<file path="src/rtl/norv_pkg.sv">
// ----------------------------------------------------------------------------
// norv_pkg
// Shared constants, types and tables of the nearest obstacle repulse unit.
// ----------------------------------------------------------------------------
`default_nettype none
package norv_pkg;
	localparam int CordicSteps = 16;
	localparam int TableLen = 24;
	localparam int StepW = $clog2(CordicSteps + 1);
	localparam int DivSteps = 24;
	localparam int DivCntW = $clog2(DivSteps + 1);
	localparam int CordicW = 36;
	localparam logic [15:0] MinDiv = 16'd200;
	localparam logic [29:0] GainComp = 30'd652032874;
	localparam logic signed [17:0] OutMax = 18'sd131071;
	localparam logic signed [17:0] OutMin = -18'sd131072;

	localparam logic [2:0] REG_ANGLE_START = 3'd0;
	localparam logic [2:0] REG_ANGLE_STEP = 3'd1;
	localparam logic [2:0] REG_THRESHOLD = 3'd2;
	localparam logic [2:0] REG_FLOOR = 3'd3;
	localparam logic [2:0] REG_GAIN = 3'd4;

	typedef struct packed {
		logic start_div;
		logic div_step;
		logic start_cordic;
		logic cordic_step;
		logic finish;
	} norv_cmd_t;

	typedef struct packed {
		logic div_done;
		logic cordic_done;
	} norv_stat_t;

	function automatic logic [31:0] atan_entry(input logic [4:0] i);
		case (i)
			5'd0: atan_entry = 32'h20000000;
			5'd1: atan_entry = 32'h12E4051E;
			5'd2: atan_entry = 32'h09FB385B;
			5'd3: atan_entry = 32'h051111D4;
			5'd4: atan_entry = 32'h028B0D43;
			5'd5: atan_entry = 32'h0145D7E1;
			5'd6: atan_entry = 32'h00A2F61E;
			5'd7: atan_entry = 32'h00517C55;
			5'd8: atan_entry = 32'h0028BE53;
			5'd9: atan_entry = 32'h00145F2F;
			5'd10: atan_entry = 32'h000A2F98;
			5'd11: atan_entry = 32'h000517CC;
			5'd12: atan_entry = 32'h00028BE6;
			5'd13: atan_entry = 32'h000145F3;
			5'd14: atan_entry = 32'h0000A2FA;
			5'd15: atan_entry = 32'h0000517D;
			5'd16: atan_entry = 32'h000028BE;
			5'd17: atan_entry = 32'h0000145F;
			5'd18: atan_entry = 32'h00000A30;
			5'd19: atan_entry = 32'h00000518;
			5'd20: atan_entry = 32'h0000028C;
			5'd21: atan_entry = 32'h00000146;
			5'd22: atan_entry = 32'h000000A3;
			5'd23: atan_entry = 32'h00000051;
			default: atan_entry = 32'h0;
		endcase
	endfunction
endpackage
`default_nettype wire

</file>
<file path="src/rtl/norv_ctrl.sv">
// ----------------------------------------------------------------------------
// norv_ctrl
// Sequencer for the end-of-scan division and CORDIC rotation.
// ----------------------------------------------------------------------------
`default_nettype none
module norv_ctrl (
	input  wire logic               clk,
	input  wire logic               arst_n,
	input  wire logic               go,
	input  wire logic               need_vec,
	input  wire logic               out_free,
	input  wire norv_pkg::norv_stat_t stat,
	output norv_pkg::norv_cmd_t     cmd,
	output logic                    busy
);
	import norv_pkg::*;

	localparam logic [1:0] ST_IDLE = 2'd0;
	localparam logic [1:0] ST_DIV = 2'd1;
	localparam logic [1:0] ST_ROT = 2'd2;
	localparam logic [1:0] ST_DONE = 2'd3;

	logic [1:0] state_q;

	always_ff @(posedge clk or negedge arst_n) begin
		if (!arst_n) begin
			state_q <= ST_IDLE;
		end else begin
			case (state_q)
				ST_IDLE: if (go) state_q <= need_vec ? ST_DIV : ST_DONE;
				ST_DIV: if (stat.div_done) state_q <= ST_ROT;
				ST_ROT: if (stat.cordic_done) state_q <= ST_DONE;
				ST_DONE: if (out_free) state_q <= ST_IDLE;
				default: state_q <= ST_IDLE;
			endcase
		end
	end

	always_comb begin
		cmd = '0;
		cmd.start_div = (state_q == ST_IDLE) && go && need_vec;
		cmd.div_step = (state_q == ST_DIV) && !stat.div_done;
		cmd.start_cordic = (state_q == ST_DIV) && stat.div_done;
		cmd.cordic_step = (state_q == ST_ROT) && !stat.cordic_done;
		cmd.finish = (state_q == ST_DONE) && out_free;
	end

	assign busy = (state_q != ST_IDLE);
endmodule
`default_nettype wire

</file>
<file path="src/rtl/norv_dp.sv">
// ----------------------------------------------------------------------------
// norv_dp
// Datapath: restoring divider and shared CORDIC rotation stage.
// ----------------------------------------------------------------------------
`default_nettype none
module norv_dp (
	input  wire logic                clk,
	input  wire logic                arst_n,
	input  wire norv_pkg::norv_cmd_t cmd,
	input  wire logic [23:0]         gain,
	input  wire logic [15:0]         range,
	input  wire logic [15:0]         angle,
	input  wire logic                vec_en,
	output norv_pkg::norv_stat_t     stat,
	output logic signed [17:0]       roll,
	output logic signed [17:0]       pitch
);
	import norv_pkg::*;

	logic [23:0] quot_q;
	logic [16:0] rem_q;
	logic [15:0] div_q;
	logic [DivCntW-1:0] dcnt_q;
	logic signed [CordicW-1:0] x_q, y_q;
	logic signed [33:0] z_q;
	logic flip_q;
	logic [StepW-1:0] ccnt_q;
	logic [16:0] rem_sh;
	logic [17:0] rem_try;
	logic [53:0] prod;
	logic signed [33:0] z_init;
	logic signed [CordicW-1:0] dx, dy, xr, yr;
	logic signed [CordicW-1:0] xn, yn;
	logic signed [17:0] xs, ys;
	logic [4:0] cidx;

	assign rem_sh = {rem_q[15:0], quot_q[23]};
	assign rem_try = {1'b0, rem_sh} - {2'b0, div_q};
	assign prod = {30'd0, quot_q} * {24'd0, GainComp};
	assign z_init = {{2{angle[15]}}, angle, 16'd0};
	assign cidx = 5'(ccnt_q);
	assign dx = y_q >>> ccnt_q;
	assign dy = x_q >>> ccnt_q;

	always_ff @(posedge clk or negedge arst_n) begin
		if (!arst_n) begin
			dcnt_q <= '0;
			ccnt_q <= '0;
		end else begin
			if (cmd.start_div) dcnt_q <= DivCntW'(DivSteps);
			else if (cmd.div_step) dcnt_q <= dcnt_q - 1'b1;
			if (cmd.start_cordic) ccnt_q <= '0;
			else if (cmd.cordic_step) ccnt_q <= ccnt_q + 1'b1;
		end
	end

	always_ff @(posedge clk) begin
		if (cmd.start_div) begin
			quot_q <= gain;
			rem_q <= '0;
			div_q <= (range < MinDiv) ? MinDiv : range;
		end else if (cmd.div_step) begin
			if (!rem_try[17]) begin
				rem_q <= rem_try[16:0];
				quot_q <= {quot_q[22:0], 1'b1};
			end else begin
				rem_q <= rem_sh;
				quot_q <= {quot_q[22:0], 1'b0};
			end
		end
		if (cmd.start_cordic) begin
			x_q <= CordicW'((prod + 54'd32768) >> 16);
			y_q <= '0;
			if (z_init >= 34'sh40000000 || z_init < -34'sh40000000) begin
				z_q <= (z_init < 0) ? z_init + 34'sh80000000 : z_init - 34'sh80000000;
				flip_q <= 1'b1;
			end else begin
				z_q <= z_init;
				flip_q <= 1'b0;
			end
		end else if (cmd.cordic_step) begin
			if (!z_q[33]) begin
				x_q <= x_q - dx;
				y_q <= y_q + dy;
				z_q <= z_q - $signed({2'b0, atan_entry(cidx)});
			end else begin
				x_q <= x_q + dx;
				y_q <= y_q - dy;
				z_q <= z_q + $signed({2'b0, atan_entry(cidx)});
			end
		end
	end

	assign stat.div_done = (dcnt_q == '0);
	assign stat.cordic_done = (32'(ccnt_q) >= CordicSteps) || (32'(ccnt_q) >= TableLen);

	assign xr = (x_q + CordicW'(8192)) >>> 14;
	assign yr = (y_q + CordicW'(8192)) >>> 14;
	assign xn = flip_q ? -xr : xr;
	assign yn = flip_q ? -yr : yr;
	assign xs = (xn > CordicW'(OutMax)) ? OutMax : (xn < CordicW'(OutMin)) ? OutMin : xn[17:0];
	assign ys = (yn > CordicW'(OutMax)) ? OutMax : (yn < CordicW'(OutMin)) ? OutMin : yn[17:0];
	assign pitch = vec_en ? xs : '0;
	assign roll = vec_en ? ys : '0;
endmodule
`default_nettype wire

</file>
<file path="src/rtl/nearest_obstacle_repulse_vector_unit.sv">
// ----------------------------------------------------------------------------
// nearest_obstacle_repulse_vector_unit
// Nearest-beam search over a laser scan with a potential-field repulsion.
// ----------------------------------------------------------------------------
// Beams enter on the input channel (in_valid/in_stall), one item per cycle
// while in_stall is low, each a range in millimeters and a last-beam flag.
// The block keeps the nearest range strictly above the floor and the angle
// of that beam. On the last beam one result item leaves on the output
// channel (out_valid/out_stall). When avoiding, a restoring divider
// computes the magnitude and a shared CORDIC stage then rotates it; without
// avoidance the result skips both. While a scan result is being computed
// the input is stalled, so throughput is one beam per cycle inside a scan
// plus the end-of-scan computation. A result waits in the output register
// while the receiver stalls, and the block holds new beams off until it is
// taken. Reset clears the scan state and loads the register defaults.
// Configuration writes use cfg_valid/cfg_ready with an index.
// ----------------------------------------------------------------------------
`default_nettype none
module nearest_obstacle_repulse_vector_unit (
	input  wire logic               clk,
	input  wire logic               arst_n,
	input  wire logic               in_valid,
	output logic                    in_stall,
	input  wire logic [15:0]        range_mm,
	input  wire logic               last_beam,
	output logic                    out_valid,
	input  wire logic               out_stall,
	output logic signed [17:0]      roll_out,
	output logic signed [17:0]      pitch_out,
	output logic [15:0]             nearest_range,
	output logic signed [15:0]      nearest_angle,
	output logic                    avoiding,
	input  wire logic               cfg_valid,
	output logic                    cfg_ready,
	input  wire logic [2:0]         cfg_index,
	input  wire logic [23:0]        cfg_data
);
	import norv_pkg::*;

	logic [15:0] start_q, thr_q, floor_q;
	logic [11:0] step_q;
	logic [23:0] gain_q;
	logic [15:0] best_q, bang_q, beam_q;
	logic found_q, in_scan_q, go_q;
	logic [15:0] res_range_q, res_angle_q;
	logic res_avoid_q;
	logic out_valid_q;
	logic signed [17:0] roll_q, pitch_q;
	logic take, cfg_wr, busy, better, fin_avoid;
	logic signed [17:0] roll_w, pitch_w;
	norv_cmd_t cmd;
	norv_stat_t stat;

	assign in_stall = busy || go_q || out_valid_q;
	assign take = in_valid && !in_stall;
	assign cfg_ready = 1'b1;
	assign cfg_wr = cfg_valid && cfg_ready;
	assign better = (range_mm > floor_q) && (range_mm < best_q);
	assign fin_avoid = found_q && (best_q < thr_q);

	always_ff @(posedge clk or negedge arst_n) begin
		if (!arst_n) begin
			start_q <= 16'h8000;
			step_q <= 12'd91;
			thr_q <= 16'd2000;
			floor_q <= 16'd100;
			gain_q <= 24'd2048000;
			best_q <= 16'hFFFF;
			bang_q <= 16'h8000;
			beam_q <= 16'h8000;
			found_q <= 1'b0;
			in_scan_q <= 1'b0;
			go_q <= 1'b0;
			out_valid_q <= 1'b0;
		end else begin
			go_q <= 1'b0;
			if (cfg_wr) begin
				case (cfg_index)
					REG_ANGLE_START: begin
						start_q <= cfg_data[15:0];
						if (!in_scan_q) begin
							bang_q <= cfg_data[15:0];
							beam_q <= cfg_data[15:0];
						end
					end
					REG_ANGLE_STEP: step_q <= cfg_data[11:0];
					REG_THRESHOLD: thr_q <= cfg_data[15:0];
					REG_FLOOR: floor_q <= cfg_data[15:0];
					REG_GAIN: gain_q <= cfg_data;
					default: ;
				endcase
			end
			if (take) begin
				in_scan_q <= 1'b1;
				if (better) begin
					best_q <= range_mm;
					bang_q <= beam_q;
					found_q <= 1'b1;
				end
				beam_q <= beam_q + {4'd0, step_q};
				go_q <= last_beam;
			end
			if (cmd.finish) begin
				out_valid_q <= 1'b1;
				best_q <= 16'hFFFF;
				bang_q <= start_q;
				beam_q <= start_q;
				found_q <= 1'b0;
				in_scan_q <= 1'b0;
			end else if (out_valid_q && !out_stall) begin
				out_valid_q <= 1'b0;
			end
		end
	end

	always_ff @(posedge clk) begin
		if (go_q) begin
			res_range_q <= best_q;
			res_angle_q <= bang_q;
			res_avoid_q <= fin_avoid;
		end
		if (cmd.finish) begin
			roll_q <= roll_w;
			pitch_q <= pitch_w;
		end
	end

	norv_ctrl u_ctrl (
		.clk      (clk),
		.arst_n   (arst_n),
		.go       (go_q),
		.need_vec (fin_avoid),
		.out_free (!out_valid_q),
		.stat     (stat),
		.cmd      (cmd),
		.busy     (busy)
	);

	// The divider loads its divisor in the cycle after the last beam, when
	// the kept range is final but not yet copied to the result register.
	norv_dp u_dp (
		.clk    (clk),
		.arst_n (arst_n),
		.cmd    (cmd),
		.gain   (gain_q),
		.range  (best_q),
		.angle  (res_angle_q),
		.vec_en (res_avoid_q),
		.stat   (stat),
		.roll   (roll_w),
		.pitch  (pitch_w)
	);

	assign out_valid = out_valid_q;
	assign roll_out = roll_q;
	assign pitch_out = pitch_q;
	assign nearest_range = res_range_q;
	assign nearest_angle = res_angle_q;
	assign avoiding = res_avoid_q;
endmodule
`default_nettype wire

</file>
<file path="config.mk">
export PLATFORM = sky130hd
export DESIGN_NAME = nearest_obstacle_repulse_vector_unit
export DESIGN_NICKNAME = d
export VERILOG_FILES = /design/src/rtl/norv_pkg.sv /design/src/rtl/norv_ctrl.sv /design/src/rtl/norv_dp.sv /design/src/rtl/nearest_obstacle_repulse_vector_unit.sv
export SDC_FILE = /design/constraint.sdc
export NUM_CORES = 2
export LEC_CHECK = 0
export BUFFER_PORTS_ARGS = -buffer_cell sky130_fd_sc_hd__buf_2
export CAP_MARGIN = 30
export CORE_MARGIN = 3
export CORE_UTILIZATION = 58
export CTS_CLUSTER_DIAMETER = 150
export DETAILED_ROUTE_END_ITERATION = 16
export GPL_ROUTABILITY_DRIVEN = 0
export HOLD_SLACK_MARGIN = 0.06
export PLACE_DENSITY = 0.75
export SETUP_SLACK_MARGIN = 0.05
export SLEW_MARGIN = 10
export SYNTH_ARGS = -nofsm -noshare
export SYNTH_HDL_FRONTEND = slang
export SYNTH_SLANG_ARGS = --single-unit
export TNS_END_PERCENT = 10
</file>
<file path="constraint.sdc">
create_clock -name clk -period 10.3 [get_ports clk]
set_input_delay 1.03 -clock clk [delete_from_list [all_inputs] [get_ports clk]]
set_output_delay 1.03 -clock clk [all_outputs]
set_load 0.01 [all_outputs]
</file>
-- Yosys cells after proc, flatten, opt, wreduce, memory -nomap -nowiden
Memory sizes are Yosys's and may differ from the RTL's.
Cells that the tools add are included.
- bits in registers: 380
- memory bits (read-only): 1920
- input port bits: 49
- output and inout bits: 72
- word-level logic and storage cells: 175
- memories kept: 2
- memories (name ; depth ; width ; read ports ; clocked after Yosys merged registers in ; write ports ; RTL line ; RTL):
    (name not given) ; 32 ; 30 ; 1 ; 0 ; 0 ; norv_pkg.sv:38 ; case (i)
    (name not given) ; 32 ; 30 ; 1 ; 0 ; 0 ; norv_pkg.sv:38 ;
- $add $sub $neg: 17
- multipliers: 1
- magnitude comparators: 13
- eq/ne operators: 12
- shifts and indexed selects: 2
- multiplexer cells: 58
- bitwise gates (word level): 1
- reductions and logical operators: 40
- operator list (operator ; count):
    16-bit 2-to-1 mux ; 15
    36-bit 2-to-1 mux ; 6
    32-bit 2-to-1 mux ; 6
    34-bit 2-to-1 mux ; 5
    36-bit by 15-bit adder with 36-bit output (second input constant) ; 2
    36-bit adder ; 2
    36-bit by 18-bit greater-than comparator with 1-bit output (second input constant) ; 2
    36-bit by 18-bit < comparator with 1-bit output (second input constant) ; 2
    22-bit negator with 36-bit output ; 2
    36-bit by 5-bit >>> shifter with 36-bit output ; 2
    36-bit subtractor ; 2
    52-bit by 16-bit adder with 52-bit output (second input constant) ; 1
    24-bit by 29-bit multiplier with 51-bit output (second input constant) ; 1
    24-bit 2-to-1 mux ; 2
    18-bit 2-to-1 mux ; 2
    32-bit by 33-bit adder with 34-bit output (second input constant) ; 1
    34-bit by 33-bit adder with 34-bit output ; 1
    17-bit 2-to-1 mux ; 2
    32-bit by 33-bit subtractor with 34-bit output (second input constant) ; 1
    34-bit by 33-bit subtractor with 34-bit output ; 1
    32-bit greater-or-equal comparator (second input constant) ; 1
    16-bit < comparator ; 2
    32-bit by 1-bit < comparator with 1-bit output (second input constant) ; 1
    32-bit by 31-bit < comparator with 1-bit output (second input constant) ; 1
    other kinds (32) ; 81

-- Depth between registers and ports, before layout
- word-level depth: 10
- gate-level depth with buffers: 32
- depth with buffers taken out: 29

-- Cells and area by module
Synthesis repeated with hierarchy kept, for this count alone.
- cells, all modules: 4933
- area total of the unflattened synthesis: 45210.9 µm²
- modules (own cells, without submodules) (module ; instances ; cells each ; area each (µm²) ; seq. area each (µm²)):
    norv_dp ; 1 ; 4115 ; 35320.1 ; 4624.4
    nearest_obstacle_repulse_vector_unit ; 1 ; 795 ; 9646.8 ; 5524.0
    norv_ctrl ; 1 ; 23 ; 244.0 ; 50.0

-- Least setup slack after synthesis
OpenSTA, ideal clock, no wires.
- kind: register -> register
- from: reg u_dp.quot_q[4]
- to: reg u_dp.x_q[27], data pin
- library setup time: 0.260 ns
- arrival: 7.734 ns
- required time: 10.040 ns
- setup slack: 2.306 ns
- stages on the path, launching flop included: 29
- path buffers: 2
- clock period less this slack: 7.994 ns
- cell sequence: edfxtp_1 inv_1 ha_1 inv_1 fa_1 inv_1 fa_1 inv_1 fa_1 fa_1 fa_1 inv_1 fa_1 inv_1 ha_1 clkbuf_1 a21o_1 o21bai_1 or3_1 o21ai_0 xor2_1 or4b_1 nor3_2 and4_1 clkbuf_1 and2_1 nand2_1 xnor2_1 mux2_2
- cells in the longest elaborated chain, start to end: 3
- ends and longest elaborated chain (what ; RTL line ; RTL):
    start, declared ; norv_dp.sv:20 ; logic [23:0] quot_q;
    start signal, assigned ; norv_dp.sv:59 ; quot_q <= gain;
    start signal, assigned ; norv_dp.sv:65 ; quot_q <= {quot_q[22:0], 1'b1};
    start signal, assigned ; norv_dp.sv:68 ; quot_q <= {quot_q[22:0], 1'b0};
    24-bit by 29-bit multiplier with 51-bit output ; norv_dp.sv:39 ; assign prod = {30'd0, quot_q} * {24'd0, GainComp};
    52-bit by 16-bit adder with 52-bit output ; norv_dp.sv:72 ; x_q <= CordicW'((prod + 54'd32768) >> 16);
    36-bit 2-to-1 mux ; norv_dp.sv:71 ; if (cmd.start_cordic) begin
    end signal, assigned ; norv_dp.sv:72 ;
    end signal, assigned ; norv_dp.sv:83 ; x_q <= x_q - dx;
    end signal, assigned ; norv_dp.sv:87 ; x_q <= x_q + dx;
    end, declared ; norv_dp.sv:24 ; logic signed [CordicW-1:0] x_q, y_q;
Every way passes these cells.
A chain may end at the register's enable or synchronous reset.

-- Worst setup path in the final report
- from: reg u_dp.quot_q[22]
- to: reg u_dp.x_q[35], data pin
Same word-level chain as after synthesis.

==> results by group <==
Clock tree
  – CTS clk-pin slew, worst paths: 60 ps
  – CTS buffer count: 43
  – CTS root buffer: clkbuf_16
  – H-tree depth: 2
  – Clock Sinks: 380
  – Hold-fix buffers at CTS: 0
  – CTS resizes: 0
  – Postcts setup bufs: 0
  – CTS tree: built
  – Clock Tree Buf Depth: 3
  – Worst-skew pair later-pin latency: approximately 610 ps

Layout
  – Area growth syn-to-layout: 5.93%
  – Share of layout cells above drive strength 1: 0.108
  – Fin cells: 5977
  – Nets: about 5700

Routing
  – Routed wire per std cell: just over 20 um
  – 1st-pass router iterations: 6
  – Residual DRC: 0
  – Via count: 36800
  – Initial DRC count: 3560
  – DR vias/cell: 6.15
  – Post-route antenna net violation count: 0
  – DRT Wirelength: about 120000 um

Synth
  – Avg Cell Area, Syn: 9.07 sq um
  – Async set-or-reset flop fraction in the synthesized netlist: 0.389
  – Cells after Synth: 4945
  – Count leader, synth: inv_1
  – Top post-synthesis cells by area: fa_1, edfxtp_1, ha_1, dfrtp_1, inv_1
  – Post-synthesis sequential area ratio: 0.227
  – Syn_nets: 5716
  – Cell taking the most area after synthesis: fa_1
  – Synth warn: 0
  – Netlist Area Pre-Place: 0.0449 sq mm
  – Share of the synthesized area in the top cell type: 0.131
  – Post-synth EDFFs: 180
  – Top_reg_cell synth: edfxtp_1
  – Post-synthesis cell type count: 110
  – Synthesized flop and latch total: 380
  – Synth cell count leaders: inv_1, nand2_1, ha_1

Global route
  – GRT overflow: 0
  – Initial antenna violation count: 3
  – First-pass GRT wire length: 194000 um
  – GRT Total Usage: 0.296
  – Largest net degree at the start of global routing: 90
  – Number of global-route vias before repair: 36400

Run
  – Max-cap viol count: 0

STA
  – Final period util: 0.849
  – Max Slew Vio Count: 0
  – Setup TNS: 0 ps
  – Final Hold Vio Count: 0
  – Final setup margin: 1560 ps
  – RSZ-0062 raised after global routing: no
  – Fmax: 114 MHz
  – Min cycle time layout: 8740 ps
  – Worst-Margin Slew: 1000 ps
  – Setup Skew: about 34 ps
  – Final Setup Violations: 0
  – Max_slew headroom: 0.324

Floorplan
  – Top-Level Pins: ~120
  – Core outline area: between 0.07 and 0.08 sq mm
  – Die width: 284 um
  – Row count: 101
  – Initial Utilization: 0.588
  – Die height: 284 um
  – Die area: a little over 0.08 sq mm

Setup path
  – CP required: 10750 ps
  – Crit path max fanout: 12
  – CP Launch Type: register
  – Slowest-stage cell, CP: a2111oi_0
  – Worst Setup End Kind: register
  – CP Class: register to register
  – Crit path DAT: 9190 ps
  – Max incr delay on CP: 670 ps
  – Worst Reg2Reg Path Length in Cells: 27

Hold path
  – Hold path depth: 0
  – Hold Crit Class: register to register

Placed design
  – IO buf count: roughly 120
  – Dpl ws: around 1700 ps
  – Hpwl dp: around 94000 um
  – Dpl cells: 5891

Status
  – Status: completed
## layout make-up
cell class | instances | area [sq um]
Clock buffer | 57 | 1190
Multi-Input combinational cell | 3735 | 31500
Fill cell | 6454 | 28800
Sequential cell | 380 | 10200
Tap cell | 1030 | 1290
Antenna cell | 3 | 7.51
Timing Repair Buffer | 160 | 941
Inverter | 590 | 2220
Clock inverter | 22 | 204
## state kept, by name, indices dropped and copies added, names as in the netlist, 18 cells and up
name         cells
u_dp.quot_q     24
roll_out        18
u_dp.z_q        34
u_dp.y_q        36
gain_q          24
pitch_out       18
u_dp.x_q        36
## path summary, 6_finish.rpt
kind / endpoint / start / slack, ps
hold reg to reg: nearest_angle[11] / bang_q[11] / 450
setup / recovery: u_dp.x_q[35] / u_dp.quot_q[22] / 1560
max in group asynchronous: gain_q[22] / arst_n / 8480
setup reg to reg: u_dp.x_q[35] / u_dp.quot_q[22] / 1560
hold / removal: nearest_angle[11] / bang_q[11] / 450
min in group asynchronous: floor_q[9] / arst_n / 490
## per-layer routing
| metal | track usage | part of all wire |
|---|---|---|
| met1 | 0.383 | 0.41 |
| met2 | 0.487 | 0.46 |
| met3 | 0.0492 | 0.076 |
| met4 | 0.142 | 0.055 |
| met5 | 0 | 0 |
## cell families after synthesis
kind of cell | after synthesis | share of synthesized area
other | 1 | 0.0000836
and+or+nand+nor | 1294 | 0.138
muxes | 273 | 0.0886
adders and majority gates | 722 | 0.250
DFF | 380 | 0.227
buffers and inverters | 830 | 0.0726
xor gates and xnor gates | 350 | 0.0683
AOI/OAI and AO/OA | 1095 | 0.155
## cells in the final DEF, fill, tap and decap left out, types with 114 or more instances in the layout
master,netlist,routed
a21o_1,114,114
inv_1,589,584
nor2_1,338,337
o21ai_0,240,239
buf_2,40,118
fa_1,293,293
nand2_1,438,436
ha_1,429,429
a21oi_1,320,320
mux2_2,117,117
edfxtp_1,180,180
xnor2_1,208,208
xor2_1,142,142
## worst max-delay path, delay by kind of cell, from the launching register on
family	cells	cell delay [ps]
compound gates	9	2090
xor+xnor	3	690
fa+ha+maj	8	3410
buf+inv	3	270
flops	1	640
simple gates	4	1480
## metrics by stage
stage / util / instance area (sq um) / hold slack [ps]
3_5_place_dp: 0.604 / 46100 / 430
6_report: 0.623 / 47500 / 453
5_1_grt: 0.623 / 47500 / 466
2_1_floorplan: - / 44900 / 425
3_3_place_gp: 0.603 / 46000 / 434
4_1_cts: 0.622 / 47500 / 450
Power is left out: the tool's default activity adds up to more than one toggle a clock period on the data nets, which glitch-free logic cannot reach.
